`config.mk`:
```
export PLATFORM = sky130hd
export DESIGN_NAME = ltrie_ctrl
export DESIGN_NICKNAME = d
export VERILOG_FILES = /design/src/rtl/ltrie_pkg.sv /design/src/rtl/ltrie_ctrl.sv
export SDC_FILE = /design/constraint.sdc
export NUM_CORES = 1
export LEC_CHECK = 0
export BUFFER_PORTS_ARGS = -buffer_cell sky130_fd_sc_hd__buf_2
export CORE_AREA = 2 2 39 41
export DETAILED_ROUTE_END_ITERATION = 8
export DIE_AREA = 0 0 41 43
export PLACE_DENSITY = 0.5
export SKIP_CTS_REPAIR_TIMING = 1
export SYNTH_ARGS = -nofsm -noshare
export SYNTH_HDL_FRONTEND = slang
export SYNTH_SLANG_ARGS = --single-unit
export TNS_END_PERCENT = 50
```
`constraint.sdc`:
```
create_clock -name clock -period 2.1 [get_ports clock]
set_clock_uncertainty 0.1 [all_clocks]
set_input_delay 0.21 -clock clock [delete_from_list [all_inputs] [get_ports clock]]
set_output_delay 0.21 -clock clock [all_outputs]
set_load 0.02 [all_outputs]
```
`src/rtl/ltrie_pkg.sv`:
```
// ----------------------------------------------------------------------------
// ltrie_pkg: shared types and constants of the letter trie
// Operation codes, default sizes and the command/status bundles between the
// controller and the datapath.
// ----------------------------------------------------------------------------
package ltrie_pkg;

   localparam int NODE_COUNT_DEF    = 1024;
   localparam int ALPHABET_SIZE_DEF = 26;

   localparam int OP_W     = 2;
   localparam int LETTER_W = 5;

   localparam logic [OP_W-1:0] OP_INSERT = 2'd0;
   localparam logic [OP_W-1:0] OP_SEARCH = 2'd1;
   localparam logic [OP_W-1:0] OP_PREFIX = 2'd2;

   typedef struct packed {
      logic clear;
      logic accept;
      logic walk;
      logic mark;
   } cmd_type;

   typedef struct packed {
      logic clear_done;
      logic item_last;
      logic item_search;
   } status_type;

endpackage

```
`src/rtl/ltrie_ctrl.sv`:
```
// ----------------------------------------------------------------------------
// ltrie_ctrl: trie controller
// Sequences the clearing pass, item accept, walk step and end-mark step, and
// owns the result valid flag.
// ----------------------------------------------------------------------------
module ltrie_ctrl (
   input  logic                  clock,
   input  logic                  reset,
   input  logic                  req_valid,
   output logic                  req_stall,
   output logic                  rsp_valid,
   input  logic                  rsp_stall,
   input  ltrie_pkg::status_type status,
   output ltrie_pkg::cmd_type    cmd
);
   import ltrie_pkg::*;

   typedef enum logic [1:0] {
      ST_CLEAR,
      ST_IDLE,
      ST_WALK,
      ST_MARK
   } state_type;

   state_type state_ff, state_in;
   logic      rsp_valid_ff, rsp_valid_in;
   logic      out_busy;
   logic      need_rsp;

   assign out_busy = rsp_valid_ff && rsp_stall;
   assign need_rsp = status.item_last && !status.item_search;

   always_comb begin
      state_in   = state_ff;
      cmd        = '0;
      rsp_valid_in = rsp_valid_ff && rsp_stall;
      case (state_ff)
         ST_CLEAR: begin
            cmd.clear = 1'b1;
            if (status.clear_done) begin
               state_in = ST_IDLE;
            end
         end
         ST_IDLE: begin
            if (req_valid) begin
               cmd.accept = 1'b1;
               state_in   = ST_WALK;
            end
         end
         ST_WALK: begin
            if (!(need_rsp && out_busy)) begin
               cmd.walk = 1'b1;
               if (status.item_last && status.item_search) begin
                  state_in = ST_MARK;
               end else begin
                  state_in = ST_IDLE;
               end
               if (need_rsp) begin
                  rsp_valid_in = 1'b1;
               end
            end
         end
         ST_MARK: begin
            if (!out_busy) begin
               cmd.mark     = 1'b1;
               rsp_valid_in = 1'b1;
               state_in     = ST_IDLE;
            end
         end
         default: begin
            state_in = ST_IDLE;
         end
      endcase
   end

   always_ff @(posedge clock) begin
      if (reset) begin
         state_ff     <= ST_CLEAR;
         rsp_valid_ff <= 1'b0;
      end else begin
         state_ff     <= state_in;
         rsp_valid_ff <= rsp_valid_in;
      end
   end

   assign req_stall = state_ff != ST_IDLE;
   assign rsp_valid = rsp_valid_ff;

   a_mark_after_walk: assert property (@(posedge clock) disable iff (reset)
      (state_ff == ST_MARK) |-> ($past(state_ff) == ST_WALK || $past(state_ff) == ST_MARK))
      else $error("end-mark step without a preceding walk");

   a_rsp_from_step: assert property (@(posedge clock) disable iff (reset)
      $rose(rsp_valid_ff) |-> $past(cmd.walk || cmd.mark))
      else $error("result raised without a walk or mark step");

   a_no_overwrite: assert property (@(posedge clock) disable iff (reset)
      (rsp_valid_ff && rsp_stall) |=> rsp_valid_ff)
      else $error("pending result dropped");

endmodule

```
# --- Yosys cells after proc, flatten, opt, wreduce, memory -nomap -nowiden ---
# Index checks and enable logic that the tools add are counted.
classes:
  n_mux: 16
  n_eq_ne: 8
  reduce_logical: 7
ops:
  columns: ["operator", "n"]
  rows:
  - ["$mux W2", 5]
  - ["$mux W1", 9]
  - ["$ne A2 B2 Y1 const B", 4]
  - ["$pmux W2 S4", 1]
  - ["$eq A2 B2 Y1 const B", 2]
  - ["$logic_and A1 B1 Y1", 4]
  - ["$reduce_and A4 Y1", 1]
  - ["$eq A2 B1 Y1 const B", 1]
  - ["$logic_not A2 Y1", 1]
  - ["$ne A2 B1 Y1 const B", 1]
  - ["$pmux W1 S2", 1]
  - ["$logic_not A1 Y1", 1]
totals:
  input_bits: 7
  out_inout_bits: 6
  regBits: 3
  elab_cells: 33

# --- Logic depth before layout (Yosys ltp) ---
# Gate-level depths: netlist (run 1).
logic_depth:
  ltp_word: 5
  mapped_depth: 6
  mapped_depth_nobuf: 6

# --- Worst setup path before layout (run 1) ---
# No wires, ideal clock.
synth_timing:
  path_kind: "register to output"
  start: "reg state_ff[0]"
  end: "out cmd[1] in the netlist's numbering"
  arrival_ps: 1128
  required_time_ps: 1790
  slack_ps: 662
  n_path_buf: 0
  stages_incl_launch_ff: 4
  path_cell_list: "dfxtp_1 -> inv_1 -> ha_1 -> a21boi_0"
synth_rtl:
  columns: ["element", "line_no", "source"]
  rows:
  - ["start: declaration", "ltrie_ctrl.sv:25", "state_type state_ff, state_in;"]
  - ["start signal: assignment", "ltrie_ctrl.sv:81", "state_ff <= state_in;"]
  - ["end: declaration", "ltrie_ctrl.sv:14", "output ltrie_pkg::cmd_type cmd"]

==> reports/metrics.csv, run 1 <==
stage,metric,value,unit
place,pre_cts_ws,0.6315,ns
critical_path,critPathMaxStageDelay,0.32,ns
yosys,ys_warn_count,0,
yosys,ys_seq_area_frac,0.2222,
cells_and_area,area_delta_synth_final,39.35,%
global_routing,grt_pass1_wl,883,µm
yosys,yosysUniqueCellTypes,16,
yosys,yosys.area.top_type,ha_1,
global_routing,met1_usage,0.06090,
power,pwr_density_cell,600.5,mW/mm²
cells_and_area,drive_gt1_frac,0.3673,
clock_tree,cts.sinks,3,
yosys,synth_top_area_share,0.2315,
route,ant_nets,0,
power,pwr-share-clk,0.437,
floorplan,start_util,0.1953,
cells_and_area,fillers,155,
sta,hold_viol_final,0,
critical_path,crit_slowest_cell,dfxtp_1,
power,p_sw_frac,0.2992,
floorplan,die_h,43,µm
yosys,synth_edf_count,0,
sta,finalSetupViolCount,0,
floorplan,num_rows,14,
yosys,postSynthCellCount,33,
yosys,netlist_area,270.3,µm²
floorplan,die_area,0.001763,mm²
clock_tree,cts_buffers,3,
critical_path,path_cells,inv_1 > ha_1 > a21boi_0 > buf_2,
sta,rsz0062_at_grt,no,
place,numPortBuffers,12,
sta,fmax,646.2,MHz
yosys,synthTopCellsByArea,"ha_1 23%, dfxtp_1 22%, nand2b_1 9.3%",
route,drtPass1Iterations,1,
min_path,hold_class,input pin to flip-flop,
critical_path,cp_max_fo,4,
clock_tree,clockBufferDepth,2,
global_routing,grt_pass1_vias,240,
floorplan,die_w,41,µm
place,routabilityCongestion,0.6020,
sta,holdWs,0.07720,ns
power,p_int,0.0001585,W
clock_tree,h-tree-depth,1,
clock_tree,clk_pin_slew,0.04,ns
critical_path,cp_num_buf_inv,2,
place,dp_hpwl,465.4,µm
job,cap_viol_max_count,0,
critical_path,timing.rr.start,state_ff[0],
critical_path,reg2reg_slack,0.65,ns
min_path,min_to,state_ff[0],
route,wirelength,526,µm
power,leakagePower,0.1828,nW
critical_path,rr_worst_depth,6,
route,drc,0,
sta,post-route-period-util,0.7369,
cells_and_area,final_nets,62,
yosys,async_flop_share,0,
critical_path,crit_family,flip-flops,
cells_and_area,num_antenna_cells,0,
yosys,ys.flop_type,dfxtp_1,
yosys,ys_seq_elements,3,
min_path,hp-start,reset,
global_routing,overflow,0,
sta,setup_ws,0.5526,ns
route,wl_per_cell,8.092,µm
critical_path,start_kind,flip-flop,
yosys,synth_fp_nets,45,
yosys,syn_area_per_cell,8.190,µm²
min_path,hold_depth,2,
clock_tree,cts_tree,done,
yosys,synthMostInstantiatedCell,ha_1,
critical_path,cp.arrival,1.24,ns
power,power_switching,0.00006766,W
route,viasPerCell,3.985,
global_routing,grt_most_used_layer,met2,
route,drt-initial-drc-count,0,
sta,slew_headroom,0.8132,
global_routing,grt_util_met3,0.04712,
critical_path,end_kind,primary output,
critical_path,worstPathRequired,1.79,ns
sta,final.setup.tns,0,ns
power,vdd_drop_max,0.1843,mV
critical_path,r2r_end,state_ff[1],
clock_tree,root_buffer,clkbuf_4,
power,sequentialPowerShare,0.289,
yosys,yosys-top-cells-count,"5 x ha_1, 4 x inv_1, 4 x nand2b_1",
status,status,completed,
sta,slew_violations,0,
sta,finalCriticalPeriod,1.547,ns
route,vias,259,
critical_path,path_class,flip-flop to primary output,
global_routing,use_met2,0.1313,
global_routing,grtUsageTotal,0.07924,
global_routing,antenna_found_initial,0,
clock_tree,clkLatencyLatePin,0.23,ns
power,power_frac_comb,0.274,
floorplan,io_pins,13,
global_routing,grt_max_degree,6,
sta,tightest_slew,0.2797,ns
floorplan,coreArea,0.001384,mm²
==> sequential cells by signal, summed over array words and instances (netlist names) <==
signal	count
rsp_valid	1
state_ff	2
==> cell type report <==
| cell class | instances | area [µm²] | area share |
|---|---|---|---|
| clock buffers | 4 | 26.28 | 0.06977 |
| inverters | 4 | 15.01 | 0.03987 |
| multi-input cells | 26 | 195.2 | 0.5183 |
| flip-flops and latches | 3 | 60.06 | 0.1595 |
| well taps | 16 | 20.02 | 0.05316 |
| repair buffers | 12 | 60.06 | 0.1595 |
==> power groups by stage <==
stage	Clock, W	Sequential [W]	Combinational (W)
after floorplan	0	0.0000659	0.0000428
after CTS	0.000104	0.0000655	0.0000634
final	0.0000989	0.0000653	0.0000620
after global placement	0	0.0000660	0.0000638
after global routing	0.000111	0.0000659	0.0000712
after detailed placement	0	0.0000663	0.0000632
==> placed cells by master (no fill, tap or decap), types with 2 or more instances in the layout <==
| cell type | n |
|---|---|
| buf_2 | 12 |
| ha_1 | 5 |
| inv_1 | 4 |
| nand2b_1 | 4 |
| nor2_1 | 3 |
| a21oi_1 | 3 |
| clkbuf_4 | 3 |
| dfxtp_1 | 3 |
| o21ai_0 | 2 |
==> how the worst max path moves through the flow <==
stage	from	endpoint	slack, ns	cells past startpoint
after detailed placement	state_ff[0]	state_ff[1]	0.63	6
after global routing	state_ff[1]	cmd[2]	0.45	5
final	state_ff[0]	cmd[1]	0.55	4
after floorplan	state_ff[0]	cmd[1]	0.66	3
after CTS	state_ff[0]	cmd[1]	0.52	4
after global placement	state_ff[0]	state_ff[1]	0.63	6
==> worst reg2reg max path: cells and delay by family (launching register included) <==
kind	cells	cell delay [ns]
flip-flops	1	0.32
adder cells (fa/ha/maj)	1	0.21
AO/OA/AOI/OAI	2	0.37
buffers and inverters	1	0.11
multiplexers	1	0.13
AND/OR/NAND/NOR	1	0.09
==> logic make-up after synthesis <==
logic type | count (synthesis) | share of synthesized area
AO/OA/AOI/OAI | 8 | 0.2037
adder cells (fa/ha/maj) | 5 | 0.2315
buffers and inverters | 4 | 0.05554
flip-flops | 3 | 0.2222
multiplexers | 1 | 0.03704
AND/OR/NAND/NOR | 12 | 0.2500
==> per-layer routing <==
layer | up-vias | wire length, µm
met5 | - | 0
met4 | 0 | 0
met3 | 0 | 36
met2 | 6 | 293
met1 | 112 | 196
li1 | 141 | -
==> metrics by stage <==
stage / std cells / utilization / area [µm²] / power [W]
final: 65 / 0.2722 / 376.6 / 0.0002262
after global routing: 65 / 0.2722 / 376.6 / 0.0002478
after CTS: 65 / 0.2722 / 376.6 / 0.0002330
after detailed placement: 61 / 0.2532 / 350.3 / 0.0001294
after global placement: 61 / 0.2532 / 350.3 / 0.0001298
after floorplan: 33 / - / 270.3 / 0.0001087
Power figures use the tool's default switching activity.
==> run 2: changes to the inputs <==
--- a/config.mk
+++ b/config.mk
@@ -5,11 +5,12 @@
 export SDC_FILE = /design/constraint.sdc
 export NUM_CORES = 1
 export LEC_CHECK = 0
+export ABC_AREA = 1
 export BUFFER_PORTS_ARGS = -buffer_cell sky130_fd_sc_hd__buf_2
 export CORE_AREA = 2 2 39 41
 export DETAILED_ROUTE_END_ITERATION = 8
 export DIE_AREA = 0 0 41 43
-export PLACE_DENSITY = 0.5
+export PLACE_DENSITY = 0.51
 export SKIP_CTS_REPAIR_TIMING = 1
 export SYNTH_ARGS = -nofsm -noshare
 export SYNTH_HDL_FRONTEND = slang
==> constraint.sdc (replaced) <==
create_clock -name clock -period 1.6 [get_ports clock]
set_clock_uncertainty 0.1 [all_clocks]
set_input_delay 0.16 -clock clock [delete_from_list [all_inputs] [get_ports clock]]
set_output_delay 0.16 -clock clock [all_outputs]
set_load 0.02 [all_outputs]
==> reports/metrics.csv, run 2 <==
stage,metric,value,unit
min_path,hold_depth,6,
power,pwr_density_cell,1119,mW/mm²
floorplan,die_area,0.001763,mm²
yosys,yosysUniqueCellTypes,13,
clock_tree,cts_tree,done,
critical_path,path_class,flip-flop to primary output,
sta,slew_violations,0,
global_routing,grt_max_degree,6,
sta,finalSetupViolCount,0,
sta,slew_headroom,0.8812,
power,sequentialPowerShare,0.237,
cells_and_area,fillers,167,
yosys,syn_area_per_cell,6.395,µm²
critical_path,end_kind,primary output,
critical_path,reg2reg_slack,0.23,ns
sta,post-route-period-util,0.9077,
floorplan,start_util,0.2080,
global_routing,grt_pass1_vias,287,
global_routing,grtUsageTotal,0.08909,
route,wirelength,593,µm
global_routing,overflow,0,
clock_tree,cts.sinks,3,
floorplan,io_pins,13,
yosys,ys_seq_elements,3,
route,dr_wl_met3,32,µm
sta,hold_viol_final,0,
critical_path,cp.arrival,1.19,ns
sta,fmax,688.5,MHz
yosys,synth_top_area_share,0.2174,
route,viasPerCell,3.949,
route,route.met2.wl,280,µm
sta,tightest_slew,0.1764,ns
power,p_int,0.0002724,W
power,power_switching,0.0001981,W
place,numPortBuffers,12,
cells_and_area,mostFrequentLayoutCells,"11 x nand2_1, 11 x buf_2, 9 x inv_1",
yosys,synthTopCellsByArea,"ha_1 22%, dfxtp_1 21%, nand2_1 14%",
place,dp_hpwl,491.6,µm
floorplan,num_rows,14,
cells_and_area,multi_input_area,198.9,µm²
clock_tree,clockBufferDepth,2,
yosys,yosys-top-cells-count,"11 x nand2_1, 9 x inv_1, 5 x ha_1, 4 x a21oi_1, 4 x nor2_1",
global_routing,antenna_found_initial,0,
yosys,netlist_area,287.8,µm²
cells_and_area,num_antenna_cells,0,
route,top_layer,met3,
clock_tree,h-tree-depth,1,
route,wl_per_cell,7.603,µm
yosys,synth_edf_count,0,
floorplan,coreArea,0.001384,mm²
route,drc,0,
sta,final.setup.tns,0,ns
cells_and_area,drive_gt1_frac,0.3387,
route,vias,308,
yosys,ys_warn_count,0,
status,status,completed,
route,drt-met1-wl,280,µm
critical_path,rr_worst_depth,8,
clock_tree,cts_buffers,3,
yosys,async_flop_share,0,
clock_tree,root_buffer,clkbuf_4,
yosys,ys.flop_type,dfxtp_1,
cells_and_area,finalNonFillerCells,78,
route,drt-initial-drc-count,3,
yosys,synthMostInstantiatedCell,nand2_1,
critical_path,cp_max_fo,4,
yosys,yosys.area.top_type,ha_1,
route,ant_nets,0,
yosys,postSynthCellCount,45,
critical_path,worstPathRequired,1.34,ns
place,dp.cells,73,
cells_and_area,final_nets,75,
job,cap_viol_max_count,0,
min_path,hp-start,status[0],
cells_and_area,regMostFlops,state_ff,
cells_and_area,final-seq-area,61.31,µm²
critical_path,timing.rr.start,state_ff[0],
yosys,synth_fp_nets,57,
power,vdd_drop_max,0.4947,mV
sta,finalCriticalPeriod,1.452,ns
sta,rsz0062_at_grt,no,
cells_and_area,area_delta_synth_final,46.09,%
min_path,min_to,rsp_valid,
route,drtPass1Iterations,3,
floorplan,die_h,43,µm
clock_tree,clkLatencyLatePin,0.23,ns
critical_path,r2r_end,state_ff[1],
power,pwr-share-clk,0.281,
power,p_sw_frac,0.4210,
clock_tree,clk_pin_slew,0.04,ns
cells_and_area,largest_reg_flops,2,
global_routing,grt_pass1_wl,1.041,mm
min_path,hold_class,input pin to flip-flop,
place,routabilityCongestion,0.7146,
critical_path,start_kind,flip-flop,
power,power_frac_comb,0.482,
yosys,ys_seq_area_frac,0.2087,
power,leakagePower,0.2343,nW
floorplan,die_w,41,µm
[run 2: cell types whose count changed in the layout (fill, tap and decap cells not counted), sizes merged, moves of 3 or more]
cell and delta:
nand2b -4, nor2 +3, nand2 +9, inv +6, nand3 +3
[run 2: logic make-up after synthesis]
logic type	share of synthesized area
adders and majority gates	0.2174
buffers and inverters	0.1434
and+or+nand+nor	0.3435
DFF	0.2087
AOI/OAI and AO/OA	0.08694
[run 2: per-stage QoR]
step | setup WS [ns] | hold WS (ns) | area [µm²] | total power (W) | utilization
floorplan | 0.2453 | 0.1291 | 287.8 | 0.0002648 | -
global placement | 0.1763 | 0.2348 | 367.9 | 0.0003279 | 0.2658
detailed placement | 0.2116 | 0.2390 | 367.9 | 0.0003241 | 0.2658
CTS | 0.06968 | -0.01083 | 394.1 | 0.0004646 | 0.2848
global route | 0.02117 | 0.2681 | 420.4 | 0.0005303 | 0.3038
finish | 0.1476 | 0.2540 | 420.4 | 0.0004705 | 0.3038
[run 2: worst max-delay path by stage]
stage,start,endpoint,slack [ns],depth (start not counted)
final,state_ff[0],cmd[1],0.15,5
after global routing,state_ff[0],cmd[1],0.02,5
after CTS,state_ff[0],cmd[1],0.07,5
after detailed placement,state_ff[1],state_ff[0],0.21,8
after global placement,state_ff[1],state_ff[1],0.18,8
after floorplan,state_ff[0],state_ff[0],0.25,8
[run 2: area by class of cell]
| cell class | instances | area share |
|---|---|---|
| clock buffer | 4 | 0.06250 |
| tap | 16 | 0.04762 |
| inverter | 11 | 0.09821 |
| sequential | 3 | 0.1458 |
| timing repair buffer | 13 | 0.1726 |
| multi-input combinational | 31 | 0.4732 |
[run 2: routing by layer]
layer | global-route usage | vias up
met4 | 0.08000 | 0
li1 | - | 170
met2 | 0.1188 | 6
met5 | 0 | -
met1 | 0.1146 | 132
met3 | 0.01571 | 0
[run 2: critical path: stages (launching register included)]
cell and delay (ns):
dfxtp_1 0.33, inv_1 0.15, ha_4 0.17, inv_1 0.05, a21oi_1 0.11, buf_4 0.16
[run 2: power by group through the flow]
stage                     sequential, W  combinational [W]  clock [W]
after floorplan                0.000109           0.000156          0
after global placement         0.000108           0.000219          0
after detailed placement       0.000108           0.000216          0
after CTS                      0.000107           0.000218   0.000140
after global routing           0.000115           0.000264   0.000151
final                          0.000111           0.000227   0.000132
==> run 3: changes to the inputs <==
==> constraint.sdc (replaced) <==
create_clock -name clock -period 1.6 [get_ports clock]
set_clock_uncertainty 0.1 [all_clocks]
set_input_delay 0.32 -clock clock [delete_from_list [all_inputs] [get_ports clock]]
set_output_delay 0.32 -clock clock [all_outputs]
set_load 0.02 [all_outputs]
==> reports/metrics.csv, run 3 (synthesis results as in run 2) <==
stage,metric,value,unit
status,status,completed,
cells_and_area,final_nets,75,
min_path,hold_class,input pin to flip-flop,
route,drtPass1Iterations,3,
route,wirelength,622,µm
cells_and_area,final_cell_area,427.9,µm²
floorplan,die_h,43,µm
cells_and_area,fillers,165,
sta,final.setup.tns,0,ns
critical_path,cp_max_fo,4,
global_routing,grtUsageTotal,0.08617,
clock_tree,h-tree-depth,1,
sta,finalCriticalPeriod,1.525,ns
clock_tree,cts.sinks,3,
global_routing,grt_pass1_wl,972,µm
cells_and_area,drive_gt1_frac,0.4194,
place,place_area,367.9,µm²
sta,holdWs,0.1685,ns
route,ant_nets,0,
floorplan,io_pins,13,
global_routing,grt_max_degree,6,
sta,slew_violations,0,
floorplan,start_util,0.2080,
cells_and_area,regMostFlops,state_ff,
floorplan,die_area,0.001763,mm²
global_routing,overflow,0,
route,drc,0,
critical_path,cp.arrival,1.11,ns
sta,rsz0062_at_grt,no,
floorplan,coreArea,0.001384,mm²
critical_path,end_kind,primary output,
route,wl_per_cell,7.974,µm
place,routabilityCongestion,0.6594,
cells_and_area,area_delta_synth_final,48.70,%
power,leakagePower,0.2337,nW
clock_tree,cts_tree,done,
clock_tree,root_buffer,clkbuf_4,
cells_and_area,largest_reg_flops,2,
global_routing,grt_pass1_vias,269,
sta,finalSetupViolCount,0,
floorplan,num_rows,14,
cells_and_area,num_antenna_cells,0,
cells_and_area,multi_input_area,205.2,µm²
critical_path,path_class,flip-flop to primary output,
sta,post-route-period-util,0.9533,
power,vdd_drop_max,0.4050,mV
critical_path,worstPathRequired,1.18,ns
clock_tree,clockBufferDepth,2,
clock_tree,clk_pin_slew,0.04,ns
place,numPortBuffers,12,
route,viasPerCell,4.077,
place,dp_hpwl,507.8,µm
floorplan,die_w,41,µm
cells_and_area,final_util,0.3092,
critical_path,start_kind,flip-flop,
sta,tightest_slew,0.1602,ns
global_routing,antenna_found_initial,0,
sta,fmax,655.6,MHz
clock_tree,cts_buffers,3,
route,vias,318,
clock_tree,clkLatencyLatePin,0.23,ns
job,cap_viol_max_count,0,
cells_and_area,finalNonFillerCells,78,
cells_and_area,final-seq-area,65.06,µm²
sta,hold_viol_final,0,
power,pwr_density_cell,1133,mW/mm²
cells_and_area,mostFrequentLayoutCells,"11 x nand2_1, 11 x buf_2, 8 x inv_1",
place,dp.cells,73,
sta,slew_headroom,0.8920,
route,drt-initial-drc-count,7,
## run 3: final cells by class
cell class | count | area share
clock buffer | 4 | 0.06140
inverter | 11 | 0.09649
multi-input combinational | 31 | 0.4795
sequential | 3 | 0.1520
tap | 16 | 0.04678
timing repair buffer | 13 | 0.1637
## run 3: critical path: stages, from the launching register on
cell	delay, ns
dfxtp_2	0.33
inv_2	0.09
ha_4	0.16
inv_1	0.06
a21oi_2	0.09
buf_4	0.14
## run 3: per-stage QoR
stage | setup slack (ns) | total power, W
final | 0.07479 | 0.0004849
after floorplan | 0.1582 | 0.0002648
after global placement | 0.2062 | 0.0003254
after detailed placement | 0.1755 | 0.0003242
after CTS | -0.07712 | 0.0004641
after global routing | 0.004367 | 0.0005326
## run 3: final timing paths
kind | from | end | slack (ns) | depth (start not counted)
setup / recovery | state_ff[0] | cmd[1] | 0.07 | 5
setup reg to reg | state_ff[0] | state_ff[1] | 0.29 | 8
hold reg to reg | state_ff[0] | state_ff[0] | 0.42 | 2
hold / removal | reset | rsp_valid | 0.17 | 2
## run 3: per-layer routing
metal / up-vias / GRT usage / part of all wire
li1: 170 / - / -
met1: 140 / 0.09265 / 0.42
met2: 6 / 0.1219 / 0.50
met3: 2 / 0.01571 / 0.058
met4: 0 / 0.1000 / 0.016
met5: - / 0 / 0
## run 3: power by group
| group | switching [W] | internal, W |
|---|---|---|
| Combinational | 0.000141 | 0.0000945 |
| Sequential | 0.0000209 | 0.0000960 |
| Clock | 0.0000392 | 0.0000935 |
